==> src/sotq_pkg.sv <==
// ----------------------------------------------------------------------------
// Sequential one-shot timer queue package
// Widths, reset values and the result word type shared by the timer queue.
// ----------------------------------------------------------------------------
package sotq_pkg;

	localparam int QUEUE_DEPTH_DEF = 16;

	localparam int OP_W        = 1;
	localparam int MS_W        = 16;
	localparam int ID_W        = 8;
	localparam int TPM_W       = 20;
	localparam int RL_W        = 16;
	localparam int PROD_W      = TPM_W + MS_W;
	localparam int PRESCALE_SH = 8;

	localparam int APB_DATA_W = 32;
	localparam int APB_ADDR_W = 3;

	localparam logic [TPM_W-1:0] TPM_RESET = TPM_W'(40000);

	localparam logic [OP_W-1:0] OP_TICK = 1'b0;
	localparam logic [OP_W-1:0] OP_PUSH = 1'b1;

	typedef struct packed {
		logic            fired;
		logic [ID_W-1:0] fired_id;
		logic            queue_drained;
		logic            push_dropped;
		logic            running;
	} result_t;

endpackage

==> src/sotq_intf.sv <==
// ----------------------------------------------------------------------------
// Sequential one-shot timer queue channels
// Valid/ready channels for the request word and the result word.
// ----------------------------------------------------------------------------
interface sotq_req_if;
	import sotq_pkg::*;

	logic            valid;
	logic            ready;
	logic [OP_W-1:0] op;
	logic [MS_W-1:0] delay_ms;
	logic [ID_W-1:0] callback_id;

	modport source(output valid, output op, output delay_ms, output callback_id, input ready);
	modport sink(input valid, input op, input delay_ms, input callback_id, output ready);
endinterface

interface sotq_rsp_if;
	import sotq_pkg::*;

	logic            valid;
	logic            ready;
	logic            fired;
	logic [ID_W-1:0] fired_id;
	logic            queue_drained;
	logic            push_dropped;
	logic            running;

	modport source(output valid, output fired, output fired_id, output queue_drained,
		output push_dropped, output running, input ready);
	modport sink(input valid, input fired, input fired_id, input queue_drained,
		input push_dropped, input running, output ready);
endinterface

==> src/sotq_mul.sv <==
// ----------------------------------------------------------------------------
// Timer queue shift-add multiplier
// Multiplies ticks per millisecond by a delay, one multiplier bit per cycle.
// ----------------------------------------------------------------------------
module sotq_mul (
	input  logic                       clk,
	input  logic                       arst_n,
	input  logic                       start,
	input  logic [sotq_pkg::TPM_W-1:0] mcand,
	input  logic [sotq_pkg::MS_W-1:0]  mplier,
	output logic                       done,
	output logic [sotq_pkg::PROD_W-1:0] product
);
	import sotq_pkg::*;

	localparam int CNT_W = $clog2(MS_W);

	logic               busy_q;
	logic               done_q;
	logic [CNT_W-1:0]   bit_cnt_q;
	logic [MS_W-1:0]    mplier_q;
	logic [TPM_W-1:0]   mcand_q;
	logic [PROD_W-1:0]  acc_q;
	logic [PROD_W-1:0]  addend;

	assign addend = mplier_q[MS_W-1] ? PROD_W'(mcand_q) : '0;

	always_ff @(posedge clk or negedge arst_n) begin
		if (!arst_n) begin
			busy_q    <= 1'b0;
			done_q    <= 1'b0;
			bit_cnt_q <= '0;
		end else begin
			done_q <= 1'b0;
			if (start) begin
				busy_q    <= 1'b1;
				bit_cnt_q <= '0;
			end else if (busy_q) begin
				bit_cnt_q <= bit_cnt_q + CNT_W'(1);
				if (bit_cnt_q == CNT_W'(MS_W - 1)) begin
					busy_q <= 1'b0;
					done_q <= 1'b1;
				end
			end
		end
	end

	always_ff @(posedge clk) begin
		if (start) begin
			acc_q    <= '0;
			mplier_q <= mplier;
			mcand_q  <= mcand;
		end else if (busy_q) begin
			acc_q    <= {acc_q[PROD_W-2:0], 1'b0} + addend;
			mplier_q <= {mplier_q[MS_W-2:0], 1'b0};
		end
	end

	assign done    = done_q;
	assign product = acc_q;

endmodule

==> src/sequential_one_shot_timer_queue_core.sv <==
// Push: S_MUL runs the 16-step shift-add multiplier, then S_APPLY, then S_DONE.
// Tick: S_TICK, S_LOAD and S_SET if an expiry loads the next period, then S_DONE.
// One word is in work at a time: the next word is accepted only back in S_IDLE,
// and S_DONE stalls while the previous result still waits in the output register.
// Reset is asynchronous and clears all control state; the entry store is not initialised
// and needs no clearing pass, so the block is ready straight after reset.
// ----------------------------------------------------------------------------
// Sequential one-shot timer queue
// Runs queued one-shot delays on one timer and reports expiries per tick.
// ----------------------------------------------------------------------------
module sequential_one_shot_timer_queue_core #(
	parameter int QUEUE_DEPTH = sotq_pkg::QUEUE_DEPTH_DEF
) (
	input  logic                            clk,
	input  logic                            arst_n,
	sotq_req_if.sink                        req,
	sotq_rsp_if.source                      rsp,
	input  logic                            psel,
	input  logic                            penable,
	input  logic                            pwrite,
	input  logic [sotq_pkg::APB_ADDR_W-1:0] paddr,
	input  logic [sotq_pkg::APB_DATA_W-1:0] pwdata,
	output logic [sotq_pkg::APB_DATA_W-1:0] prdata,
	output logic                            pready
);
	import sotq_pkg::*;

	localparam int IDX_W = $clog2(QUEUE_DEPTH);
	localparam int CNT_W = $clog2(QUEUE_DEPTH + 1);

	typedef enum logic [2:0] {
		S_IDLE,
		S_MUL,
		S_APPLY,
		S_TICK,
		S_LOAD,
		S_SET,
		S_DONE
	} state_t;

	state_t            state_q;
	logic [TPM_W-1:0]  tpm_q;
	logic [ID_W-1:0]   id_q;
	logic [CNT_W-1:0]  cnt_q;
	logic [IDX_W-1:0]  cur_q;
	logic [RL_W-1:0]   counter_q;
	logic [RL_W-1:0]   period_q;
	logic              on_q;
	result_t           res_q;
	result_t           rsp_q;
	logic              rsp_valid_q;

	logic [ID_W-1:0]   id_mem [QUEUE_DEPTH];
	logic [RL_W-1:0]   rl_mem [QUEUE_DEPTH];
	logic [ID_W-1:0]   id_rd_q;
	logic [RL_W-1:0]   rl_rd_q;

	logic              accept;
	logic              mul_start;
	logic              mul_done;
	logic [PROD_W-1:0] mul_prod;
	logic [RL_W-1:0]   reload;
	logic              restart;
	logic              full;
	logic              append;
	logic [CNT_W-1:0]  cur_next;
	logic              cfg_write;

	sotq_mul u_mul (
		.clk     (clk),
		.arst_n  (arst_n),
		.start   (mul_start),
		.mcand   (tpm_q),
		.mplier  (req.delay_ms),
		.done    (mul_done),
		.product (mul_prod)
	);

	assign accept    = req.valid && req.ready;
	assign mul_start = accept && (req.op == OP_PUSH);
	assign reload    = mul_prod[PRESCALE_SH +: RL_W] - RL_W'(1);
	assign restart   = on_q && (id_rd_q == id_q);
	assign full      = (cnt_q == CNT_W'(QUEUE_DEPTH));
	assign append    = !restart && !full;
	assign cur_next  = CNT_W'(cur_q) + CNT_W'(1);

	assign req.ready = (state_q == S_IDLE);

	assign cfg_write = psel && penable && pwrite && (paddr[APB_ADDR_W-1] == 1'b0);
	assign pready    = 1'b1;
	assign prdata    = (paddr[APB_ADDR_W-1] == 1'b0) ? APB_DATA_W'(tpm_q) : '0;

	always_ff @(posedge clk or negedge arst_n) begin
		if (!arst_n) begin
			tpm_q <= TPM_RESET;
		end else if (cfg_write) begin
			tpm_q <= pwdata[TPM_W-1:0];
		end
	end

	always_ff @(posedge clk) begin
		if (state_q == S_APPLY && append) begin
			id_mem[cnt_q[IDX_W-1:0]] <= id_q;
			rl_mem[cnt_q[IDX_W-1:0]] <= reload;
		end
		id_rd_q <= id_mem[cur_q];
		rl_rd_q <= rl_mem[cur_q];
	end

	always_ff @(posedge clk) begin
		if (accept) begin
			id_q <= req.callback_id;
		end
	end

	always_ff @(posedge clk or negedge arst_n) begin
		if (!arst_n) begin
			state_q     <= S_IDLE;
			cnt_q       <= '0;
			cur_q       <= '0;
			counter_q   <= '0;
			period_q    <= '0;
			on_q        <= 1'b0;
			res_q       <= '0;
			rsp_q       <= '0;
			rsp_valid_q <= 1'b0;
		end else begin
			if (state_q == S_DONE && (!rsp_valid_q || rsp.ready)) begin
				rsp_valid_q <= 1'b1;
			end else if (rsp_valid_q && rsp.ready) begin
				rsp_valid_q <= 1'b0;
			end
			unique case (state_q)
				S_IDLE: begin
					if (accept) begin
						res_q   <= '0;
						state_q <= (req.op == OP_PUSH) ? S_MUL : S_TICK;
					end
				end
				S_MUL: begin
					if (mul_done) begin
						state_q <= S_APPLY;
					end
				end
				S_APPLY: begin
					if (restart) begin
						period_q  <= reload;
						counter_q <= '0;
					end else if (full) begin
						res_q.push_dropped <= 1'b1;
					end else begin
						cnt_q <= cnt_q + CNT_W'(1);
						if (cnt_q == '0) begin
							cur_q     <= '0;
							period_q  <= reload;
							counter_q <= '0;
							on_q      <= 1'b1;
						end
					end
					res_q.running <= on_q || (append && !full);
					state_q       <= S_DONE;
				end
				S_TICK: begin
					if (on_q && (counter_q == period_q)) begin
						res_q.fired    <= 1'b1;
						res_q.fired_id <= id_rd_q;
						counter_q      <= '0;
						if (cur_next >= cnt_q) begin
							on_q                <= 1'b0;
							cur_q               <= '0;
							cnt_q               <= '0;
							res_q.queue_drained <= 1'b1;
							res_q.running       <= 1'b0;
							state_q             <= S_DONE;
						end else begin
							cur_q         <= cur_next[IDX_W-1:0];
							res_q.running <= 1'b1;
							state_q       <= S_LOAD;
						end
					end else begin
						if (on_q) begin
							counter_q <= counter_q + RL_W'(1);
						end
						res_q.running <= on_q;
						state_q       <= S_DONE;
					end
				end
				S_LOAD: begin
					state_q <= S_SET;
				end
				S_SET: begin
					period_q <= rl_rd_q;
					state_q  <= S_DONE;
				end
				S_DONE: begin
					if (!rsp_valid_q || rsp.ready) begin
						rsp_q   <= res_q;
						state_q <= S_IDLE;
					end
				end
				default: begin
					state_q <= S_IDLE;
				end
			endcase
		end
	end

	assign rsp.valid         = rsp_valid_q;
	assign rsp.fired         = rsp_q.fired;
	assign rsp.fired_id      = rsp_q.fired_id;
	assign rsp.queue_drained = rsp_q.queue_drained;
	assign rsp.push_dropped  = rsp_q.push_dropped;
	assign rsp.running       = rsp_q.running;

`ifndef SYNTHESIS
	a_on_has_entries: assert property (@(posedge clk) disable iff (!arst_n)
		on_q == (cnt_q != '0))
		else $error("Timer state and entry count disagree.");

	a_cur_in_queue: assert property (@(posedge clk) disable iff (!arst_n)
		on_q |-> (CNT_W'(cur_q) < cnt_q))
		else $error("Current entry lies beyond the queue.");

	a_fire_not_drop: assert property (@(posedge clk) disable iff (!arst_n)
		rsp_valid_q |-> !(rsp_q.fired && rsp_q.push_dropped))
		else $error("A result word both fires and drops.");

	a_drain_stops: assert property (@(posedge clk) disable iff (!arst_n)
		(rsp_valid_q && rsp_q.queue_drained) |-> (rsp_q.fired && !rsp_q.running))
		else $error("A drained result word is inconsistent.");

	a_mul_done_in_mul: assert property (@(posedge clk) disable iff (!arst_n)
		mul_done |-> (state_q == S_MUL))
		else $error("Multiplier finished outside the multiply state.");
`endif

endmodule
==> src/flat_wrapper.sv <==
// flat-port wrapper written by rule: the top's interface ports become plain ports
module sequential_one_shot_timer_queue_core_flat import sotq_pkg::*;
#(
	parameter int QUEUE_DEPTH = sotq_pkg::QUEUE_DEPTH_DEF
)
  (clk, arst_n, psel, penable, pwrite, paddr, pwdata, prdata, pready, req_valid, req_op, req_delay_ms, req_callback_id, req_ready, rsp_valid, rsp_fired, rsp_fired_id, rsp_queue_drained, rsp_push_dropped, rsp_running, rsp_ready);
  sotq_req_if req_i ();
  sotq_rsp_if rsp_i ();
  input  logic clk;
  input  logic arst_n;
  input  logic psel;
  input  logic penable;
  input  logic pwrite;
  input  logic [sotq_pkg::APB_ADDR_W-1:0] paddr;
  input  logic [sotq_pkg::APB_DATA_W-1:0] pwdata;
  output logic [sotq_pkg::APB_DATA_W-1:0] prdata;
  output logic pready;
  input wire logic [$bits(req_i.valid)-1:0] req_valid;
  input wire logic [$bits(req_i.op)-1:0] req_op;
  input wire logic [$bits(req_i.delay_ms)-1:0] req_delay_ms;
  input wire logic [$bits(req_i.callback_id)-1:0] req_callback_id;
  output wire logic [$bits(req_i.ready)-1:0] req_ready;
  output wire logic [$bits(rsp_i.valid)-1:0] rsp_valid;
  output wire logic [$bits(rsp_i.fired)-1:0] rsp_fired;
  output wire logic [$bits(rsp_i.fired_id)-1:0] rsp_fired_id;
  output wire logic [$bits(rsp_i.queue_drained)-1:0] rsp_queue_drained;
  output wire logic [$bits(rsp_i.push_dropped)-1:0] rsp_push_dropped;
  output wire logic [$bits(rsp_i.running)-1:0] rsp_running;
  input wire logic [$bits(rsp_i.ready)-1:0] rsp_ready;
  assign req_i.valid = req_valid;
  assign req_i.op = req_op;
  assign req_i.delay_ms = req_delay_ms;
  assign req_i.callback_id = req_callback_id;
  assign req_ready = req_i.ready;
  assign rsp_valid = rsp_i.valid;
  assign rsp_fired = rsp_i.fired;
  assign rsp_fired_id = rsp_i.fired_id;
  assign rsp_queue_drained = rsp_i.queue_drained;
  assign rsp_push_dropped = rsp_i.push_dropped;
  assign rsp_running = rsp_i.running;
  assign rsp_i.ready = rsp_ready;
  sequential_one_shot_timer_queue_core #(.QUEUE_DEPTH(QUEUE_DEPTH)) u_core (.clk(clk), .arst_n(arst_n), .req(req_i), .rsp(rsp_i), .psel(psel), .penable(penable), .pwrite(pwrite), .paddr(paddr), .pwdata(pwdata), .prdata(prdata), .pready(pready));
endmodule
==> config.mk <==
export PLATFORM = sky130hd
export DESIGN_NAME = sequential_one_shot_timer_queue_core_flat
export DESIGN_NICKNAME = d
export VERILOG_FILES = /design/src/sotq_pkg.sv /design/src/sotq_intf.sv /design/src/sotq_mul.sv /design/src/sequential_one_shot_timer_queue_core.sv /design/src/flat_wrapper.sv
export SDC_FILE = /design/constraint.sdc
export NUM_CORES = 1
export LEC_CHECK = 0
export ABC_CLOCK_PERIOD_IN_PS = 3570
export BUFFER_PORTS_ARGS = -buffer_cell sky130_fd_sc_hd__buf_2
export CORE_MARGIN = 2
export CORE_UTILIZATION = 30
export CTS_CLUSTER_SIZE = 10
export DETAILED_ROUTE_END_ITERATION = 8
export GPL_TIMING_DRIVEN = 0
export PLACE_DENSITY = 0.42
export SYNTH_ARGS = -nofsm -noshare
export SYNTH_HDL_FRONTEND = slang
export SYNTH_SLANG_ARGS = --single-unit
==> constraint.sdc <==
create_clock -name clk -period 3.57 [get_ports clk]
set_input_delay 0.1785 -clock clk [delete_from_list [all_inputs] [get_ports clk]]
set_output_delay 0.1785 -clock clk [all_outputs]
set_load 0.1 [all_outputs]
==> report_table.html <==
<table>
<tr><th>Metric</th><th>Value</th></tr>
<tr><th colspan="2">Flow run</th></tr>
<tr><td>Maximum capacitance violations</td><td>0</td></tr>
<tr><th colspan="2">Detailed routing</th></tr>
<tr><td>Number of iterations in the first detailed-routing pass</td><td>5</td></tr>
<tr><td>Remaining antenna violation count</td><td>0</td></tr>
<tr><td>Detail-routed via count per cell</td><td>between 4 and 5</td></tr>
<tr><td>DRC marker count from the first detailed-route iteration</td><td>around 830</td></tr>
<tr><td>Wire length reported by the detailed router</td><td>~61 mm</td></tr>
<tr><td>Final routed DRC violation total</td><td>0</td></tr>
<tr><td>Via total after detailed routing</td><td>13200</td></tr>
<tr><td>DR WL/cell</td><td>approximately 22 µm</td></tr>
<tr><th colspan="2">Timing</th></tr>
<tr><td>Maximum clock frequency</td><td>roughly 300 MHz</td></tr>
<tr><td>Worst clock skew</td><td>about 0.043 ns</td></tr>
<tr><td>Minimum clock period</td><td>around 3.4 ns</td></tr>
<tr><td>Worst rel slew slack</td><td>between 8 and 9%</td></tr>
<tr><td>Unrepaired setup endpoints after global routing</td><td>no</td></tr>
<tr><td>Final Setup Violations</td><td>0</td></tr>
<tr><td>Final worst-path cycle share</td><td>between 90% and 100%</td></tr>
<tr><td>Number of hold-slack violations in the final timing report</td><td>0</td></tr>
<tr><td>Slew at the pin with the worst max-slew slack</td><td>between 1 and 1.5 ns</td></tr>
<tr><td>Final Max Slew Viols</td><td>0</td></tr>
<tr><td>TNS Setup</td><td>0 ns</td></tr>
<tr><td>Worst Slack Setup Final</td><td>around 0.18 ns</td></tr>
<tr><td>Hold_ws</td><td>0.131 ns</td></tr>
<tr><th colspan="2">Die</th></tr>
<tr><td>DIE HEIGHT</td><td>between 200 and 300 µm</td></tr>
<tr><td>Horiz. Die Dim</td><td>roughly 290 µm</td></tr>
<tr><td>Top-level port count</td><td>around 110</td></tr>
<tr><td>Count of standard-cell rows</td><td>around 100</td></tr>
<tr><td>Initial cell density of the core</td><td>30.2%</td></tr>
<tr><td>DIE AREA</td><td>roughly 0.08 mm²</td></tr>
<tr><td>Area of the core</td><td>a little under 0.08 mm²</td></tr>
<tr><th colspan="2">Critical path</th></tr>
<tr><td>Crit-path slowest cell</td><td>sky130_fd_sc_hd__buf_1</td></tr>
<tr><td>Cells traversed along the worst timing path</td><td>clkbuf_1, buf_1, and3_1, ha_1, a21o_1, a31oi_1, and2_1, nor2_2, o31ai_1</td></tr>
<tr><td>Critical path peak fanout</td><td>10</td></tr>
<tr><td>Bufs and invs on worst path</td><td>2</td></tr>
<tr><td>Kind of start point of the critical path</td><td>flop</td></tr>
<tr><td>Delay of the slowest critical-path stage</td><td>around 0.77 ns</td></tr>
<tr><td>Source of the worst register-to-register timing path</td><td>u_core.cur_q[3]</td></tr>
<tr><td>Kind of cell adding the most delay to the critical path</td><td>buffers and inverters</td></tr>
<tr><td>Endpoint kind of the worst setup timing path</td><td>flop</td></tr>
<tr><td>Critical path startpoint</td><td>u_core.cur_q[3]</td></tr>
<tr><td>Crit Path Category</td><td>reg2reg</td></tr>
<tr><td>CP Data Required Time</td><td>about 4.1 ns</td></tr>
<tr><td>Signal arrival time at the worst endpoint</td><td>between 3 and 4 ns</td></tr>
<tr><th colspan="2">Clock network</th></tr>
<tr><td>CTS tree</td><td>done</td></tr>
<tr><td>Maximum root-to-sink buffer count</td><td>3</td></tr>
<tr><td>Number of clock sinks</td><td>572</td></tr>
<tr><td>Number of buffers added by the clock tree synthesis step</td><td>70</td></tr>
<tr><td>Clock latency reported for the late side of the worst-skew pair</td><td>0.61 ns</td></tr>
<tr><td>Clock transition at path regs</td><td>0.06 ns</td></tr>
<tr><td>H-tree lvl count</td><td>3</td></tr>
<tr><td>Root Buffer Master</td><td>sky130_fd_sc_hd__clkbuf_16</td></tr>
<tr><th colspan="2">Global routing</th></tr>
<tr><td>Antenna violations before repair</td><td>0</td></tr>
<tr><td>GRT Util Overall</td><td>15.1%</td></tr>
<tr><td>Vias in the first global route</td><td>roughly 14000</td></tr>
<tr><td>Wire length of the first global-routing pass</td><td>about 91 mm</td></tr>
<tr><td>Overflow after GRT</td><td>0</td></tr>
<tr><td>Maximum number of pins on one net before global-route repair</td><td>54</td></tr>
<tr><th colspan="2">Finish</th></tr>
<tr><td>Most frequent cells in the layout</td><td>sky130_fd_sc_hd__edfxtp_1 (428), sky130_fd_sc_hd__mux4_2 (120), sky130_fd_sc_hd__nand2_1 (106), sky130_fd_sc_hd__buf_2 (100), sky130_fd_sc_hd__dfrtp_1 (91)</td></tr>
<tr><td>Share of layout cells above drive strength 1</td><td>23.9%</td></tr>
<tr><td>Finished Cell Area</td><td>0.0286 mm²</td></tr>
<tr><td>Diode count</td><td>0</td></tr>
<tr><td>Area overhead of the layout relative to synthesis</td><td>20.5%</td></tr>
<tr><td>Leading cell type in the layout, fill and taps excluded</td><td>sky130_fd_sc_hd__edfxtp_1</td></tr>
<tr><td>Nets</td><td>about 1800</td></tr>
<tr><th colspan="2">Yosys</th></tr>
<tr><td>Synth unique cells</td><td>72</td></tr>
<tr><td>Primary flip-flop cell chosen by synthesis mapping</td><td>sky130_fd_sc_hd__edfxtp_1</td></tr>
<tr><td>Warnings from Yosys</td><td>0</td></tr>
<tr><td>Cells after synthesis</td><td>roughly 1500</td></tr>
<tr><td>Share of the yosys chip area belonging to registers</td><td>between 60 and 70%</td></tr>
<tr><td>FF+latch count, synth</td><td>572</td></tr>
<tr><td>Share of synthesized flip-flops with an asynchronous set or reset</td><td>16.8%</td></tr>
<tr><td>Post-synth design cell area</td><td>0.0237 mm²</td></tr>
<tr><td>Count of flip-flops with a built-in enable after synthesis</td><td>428</td></tr>
<tr><td>Per-instance average area after synthesis</td><td>around 16 µm²</td></tr>
<tr><th colspan="2">Placed design</th></tr>
<tr><td>Port Buffers</td><td>86</td></tr>
<tr><td>Dpl cell area</td><td>~0.026 mm²</td></tr>
<tr><td>Routability congestion estimate</td><td>approximately 0.8</td></tr>
<tr><td>Detailed placement HPWL</td><td>around 40 mm</td></tr>
<tr><td>Pre-CTS worst setup slack</td><td>-0.460 ns</td></tr>
<tr><th colspan="2">Status</th></tr>
<tr><td>Run status</td><td>completed</td></tr>
<tr><th colspan="2">Hold path</th></tr>
<tr><td>Beginning of the worst hold path</td><td>req_op</td></tr>
<tr><td>Kind of path behind the tightest hold check</td><td>in2reg</td></tr>
<tr><th colspan="2">Pwr</th></tr>
<tr><td>Leakage power</td><td>between 10 and 15 nW</td></tr>
<tr><td>Pwr/cell area</td><td>around 750 mW/mm²</td></tr>
<tr><td>Power, Total</td><td>between 20 and 25 mW</td></tr>
<tr><td>Worst vdd rail ir drop</td><td>about 0.00038 V</td></tr>
</table>
[layout make-up]
class	count	area [µm²]
flip-flops and latches	572	16200
clock inverters	13	171
inverters	26	101
clock buffers	109	1940
plain buffers	77	367
well taps	1050	1310
repair buffers	151	1260
fillers	7552	50000
multi-input cells	800	7210
[worst register-to-register path, cell delays in order (launching register included)]
cell and delay [ns]:
sky130_fd_sc_hd__dfrtp_1 0.32, sky130_fd_sc_hd__clkbuf_1 0.62, sky130_fd_sc_hd__buf_1 0.77, sky130_fd_sc_hd__and3_1 0.30, sky130_fd_sc_hd__ha_1 0.25, sky130_fd_sc_hd__a21o_1 0.16
sky130_fd_sc_hd__a31oi_1 0.24, sky130_fd_sc_hd__and2_1 0.32, sky130_fd_sc_hd__nor2_2 0.12, sky130_fd_sc_hd__o31ai_1 0.21
[synth_stat cells (3+ instances only)]
master                     number  area [µm²]
sky130_fd_sc_hd__xor2_1        33         289
sky130_fd_sc_hd__ha_1          32         400
sky130_fd_sc_hd__nor2_1        74         278
sky130_fd_sc_hd__and3_1        17         106
sky130_fd_sc_hd__nand2b_1       9        56.3
sky130_fd_sc_hd__buf_1          8        30.0
sky130_fd_sc_hd__a31oi_1        6        37.5
sky130_fd_sc_hd__or3_1          3        18.8
sky130_fd_sc_hd__a41oi_1        3        26.3
sky130_fd_sc_hd__mux2i_1       27         270
sky130_fd_sc_hd__mux2_2        23         259
sky130_fd_sc_hd__dfstp_2        5         131
sky130_fd_sc_hd__buf_2         16        80.1
sky130_fd_sc_hd__o21bai_1       3        22.5
sky130_fd_sc_hd__nand2_1      106         398
sky130_fd_sc_hd__nand3_1       24         120
sky130_fd_sc_hd__dfrtp_1       91        2280
sky130_fd_sc_hd__clkbuf_1      41         154
sky130_fd_sc_hd__edfxtp_1     428       12900
sky130_fd_sc_hd__nand4_1        7        43.8
sky130_fd_sc_hd__mux2_1        10         113
sky130_fd_sc_hd__buf_4         13        97.6
sky130_fd_sc_hd__a21oi_1       54         270
sky130_fd_sc_hd__a211oi_1       7        52.6
sky130_fd_sc_hd__dfxtp_1       48         961
sky130_fd_sc_hd__xnor2_1       23         201
sky130_fd_sc_hd__inv_2          4        15.0
sky130_fd_sc_hd__inv_1         22        82.6
sky130_fd_sc_hd__o21ai_1       42         210
sky130_fd_sc_hd__mux4_2       120        2700
sky130_fd_sc_hd__nor3_1        14        70.1
sky130_fd_sc_hd__nor2b_1       29         181
sky130_fd_sc_hd__nor4_1         9        56.3
sky130_fd_sc_hd__a21o_1         7        52.6
sky130_fd_sc_hd__o31ai_1        7        52.6
sky130_fd_sc_hd__and2_1        37         231
sky130_fd_sc_hd__o21ai_0       18        90.1
[report_power, final]
part / leakage [nW] / total (mW) / internal (mW) / switching, mW
clock: 1.01 / 6.59 / 3.78 / 2.81
sequential: 5.50 / 9.21 / 8.61 / 0.595
combinational: 3.68 / 5.70 / 1.90 / 3.80
[layer usage]
metal / share of wire [%] / track usage [%] / routed length, µm / vias up
li1: - / - / - / 6061
met3: 3.2 / 2.52 / 1980 / 78
met4: 2.2 / 3.78 / 1340 / 0
met1: 45 / 20.3 / 27700 / 6865
met5: 0 / 0 / 0 / -
met2: 49 / 25.5 / 30300 / 207
[through the flow]
stage	instances	utilization [%]
after global placement	2612	32.5
after CTS	2799	36.3
final	2798	36.4
after floorplan	1476	-
after detailed placement	2630	33.0
after global routing	2798	36.4
[cell families (layout without fill, tap and decap cells)]
| logic type | after synthesis | in the layout | share of synthesized area, % |
|---|---|---|---|
| buffers and inverters | 104 | 376 | 1.94 |
| multiplexers | 180 | 180 | 14.1 |
| flip-flops | 572 | 572 | 68.4 |
| AND/OR/NAND/NOR | 348 | 348 | 7.34 |
| other | 2 | 13 | 0.0317 |
| adder cells (fa/ha/maj) | 33 | 33 | 1.77 |
| XOR/XNOR | 58 | 58 | 2.20 |
| AO/OA/AOI/OAI | 168 | 168 | 4.25 |
[final timing paths]
kind | to | slack (ns) | cells past startpoint
setup / recovery | u_core.cnt_q[1] | 0.18 | 9
hold / removal | u_core.state_q[1] | 0.13 | 5
setup reg to reg | u_core.cnt_q[1] | 0.18 | 9
hold reg to reg | u_core.u_mul.mcand_q[1] | 0.47 | 0
max in group asynchronous | u_core.res_q[3] | 2.68 | 3
min in group asynchronous | u_core.tpm_q[5] | 0.14 | 2
[sequential cells by signal (all words and copies together), names as in the netlist, 3 cells and up]
name                    count
u_core.cnt_q                5
u_core.counter_q           16
u_core.cur_q                4
u_core.id_mem             128
u_core.id_q                 8
u_core.id_rd_q              8
u_core.period_q            16
u_core.res_q               12
u_core.rl_mem             256
u_core.rl_rd_q             16
u_core.rsp.fired_id         8
u_core.state_q              3
u_core.tpm_q               20
u_core.u_mul.bit_cnt_q      4
u_core.u_mul.mcand_q       20
u_core.u_mul.mplier_q      16
u_core.u_mul.product       24
[timing repair]
item	in CTS	in global routing
gates resized for setup	4	11
endpoints found under the setup margin	14	42
endpoints found under the hold margin	89	0
setup buffers	0	0
hold buffers	47	0
pin swaps	0	0
No activity file was read; power rests on OpenSTA's default activity.
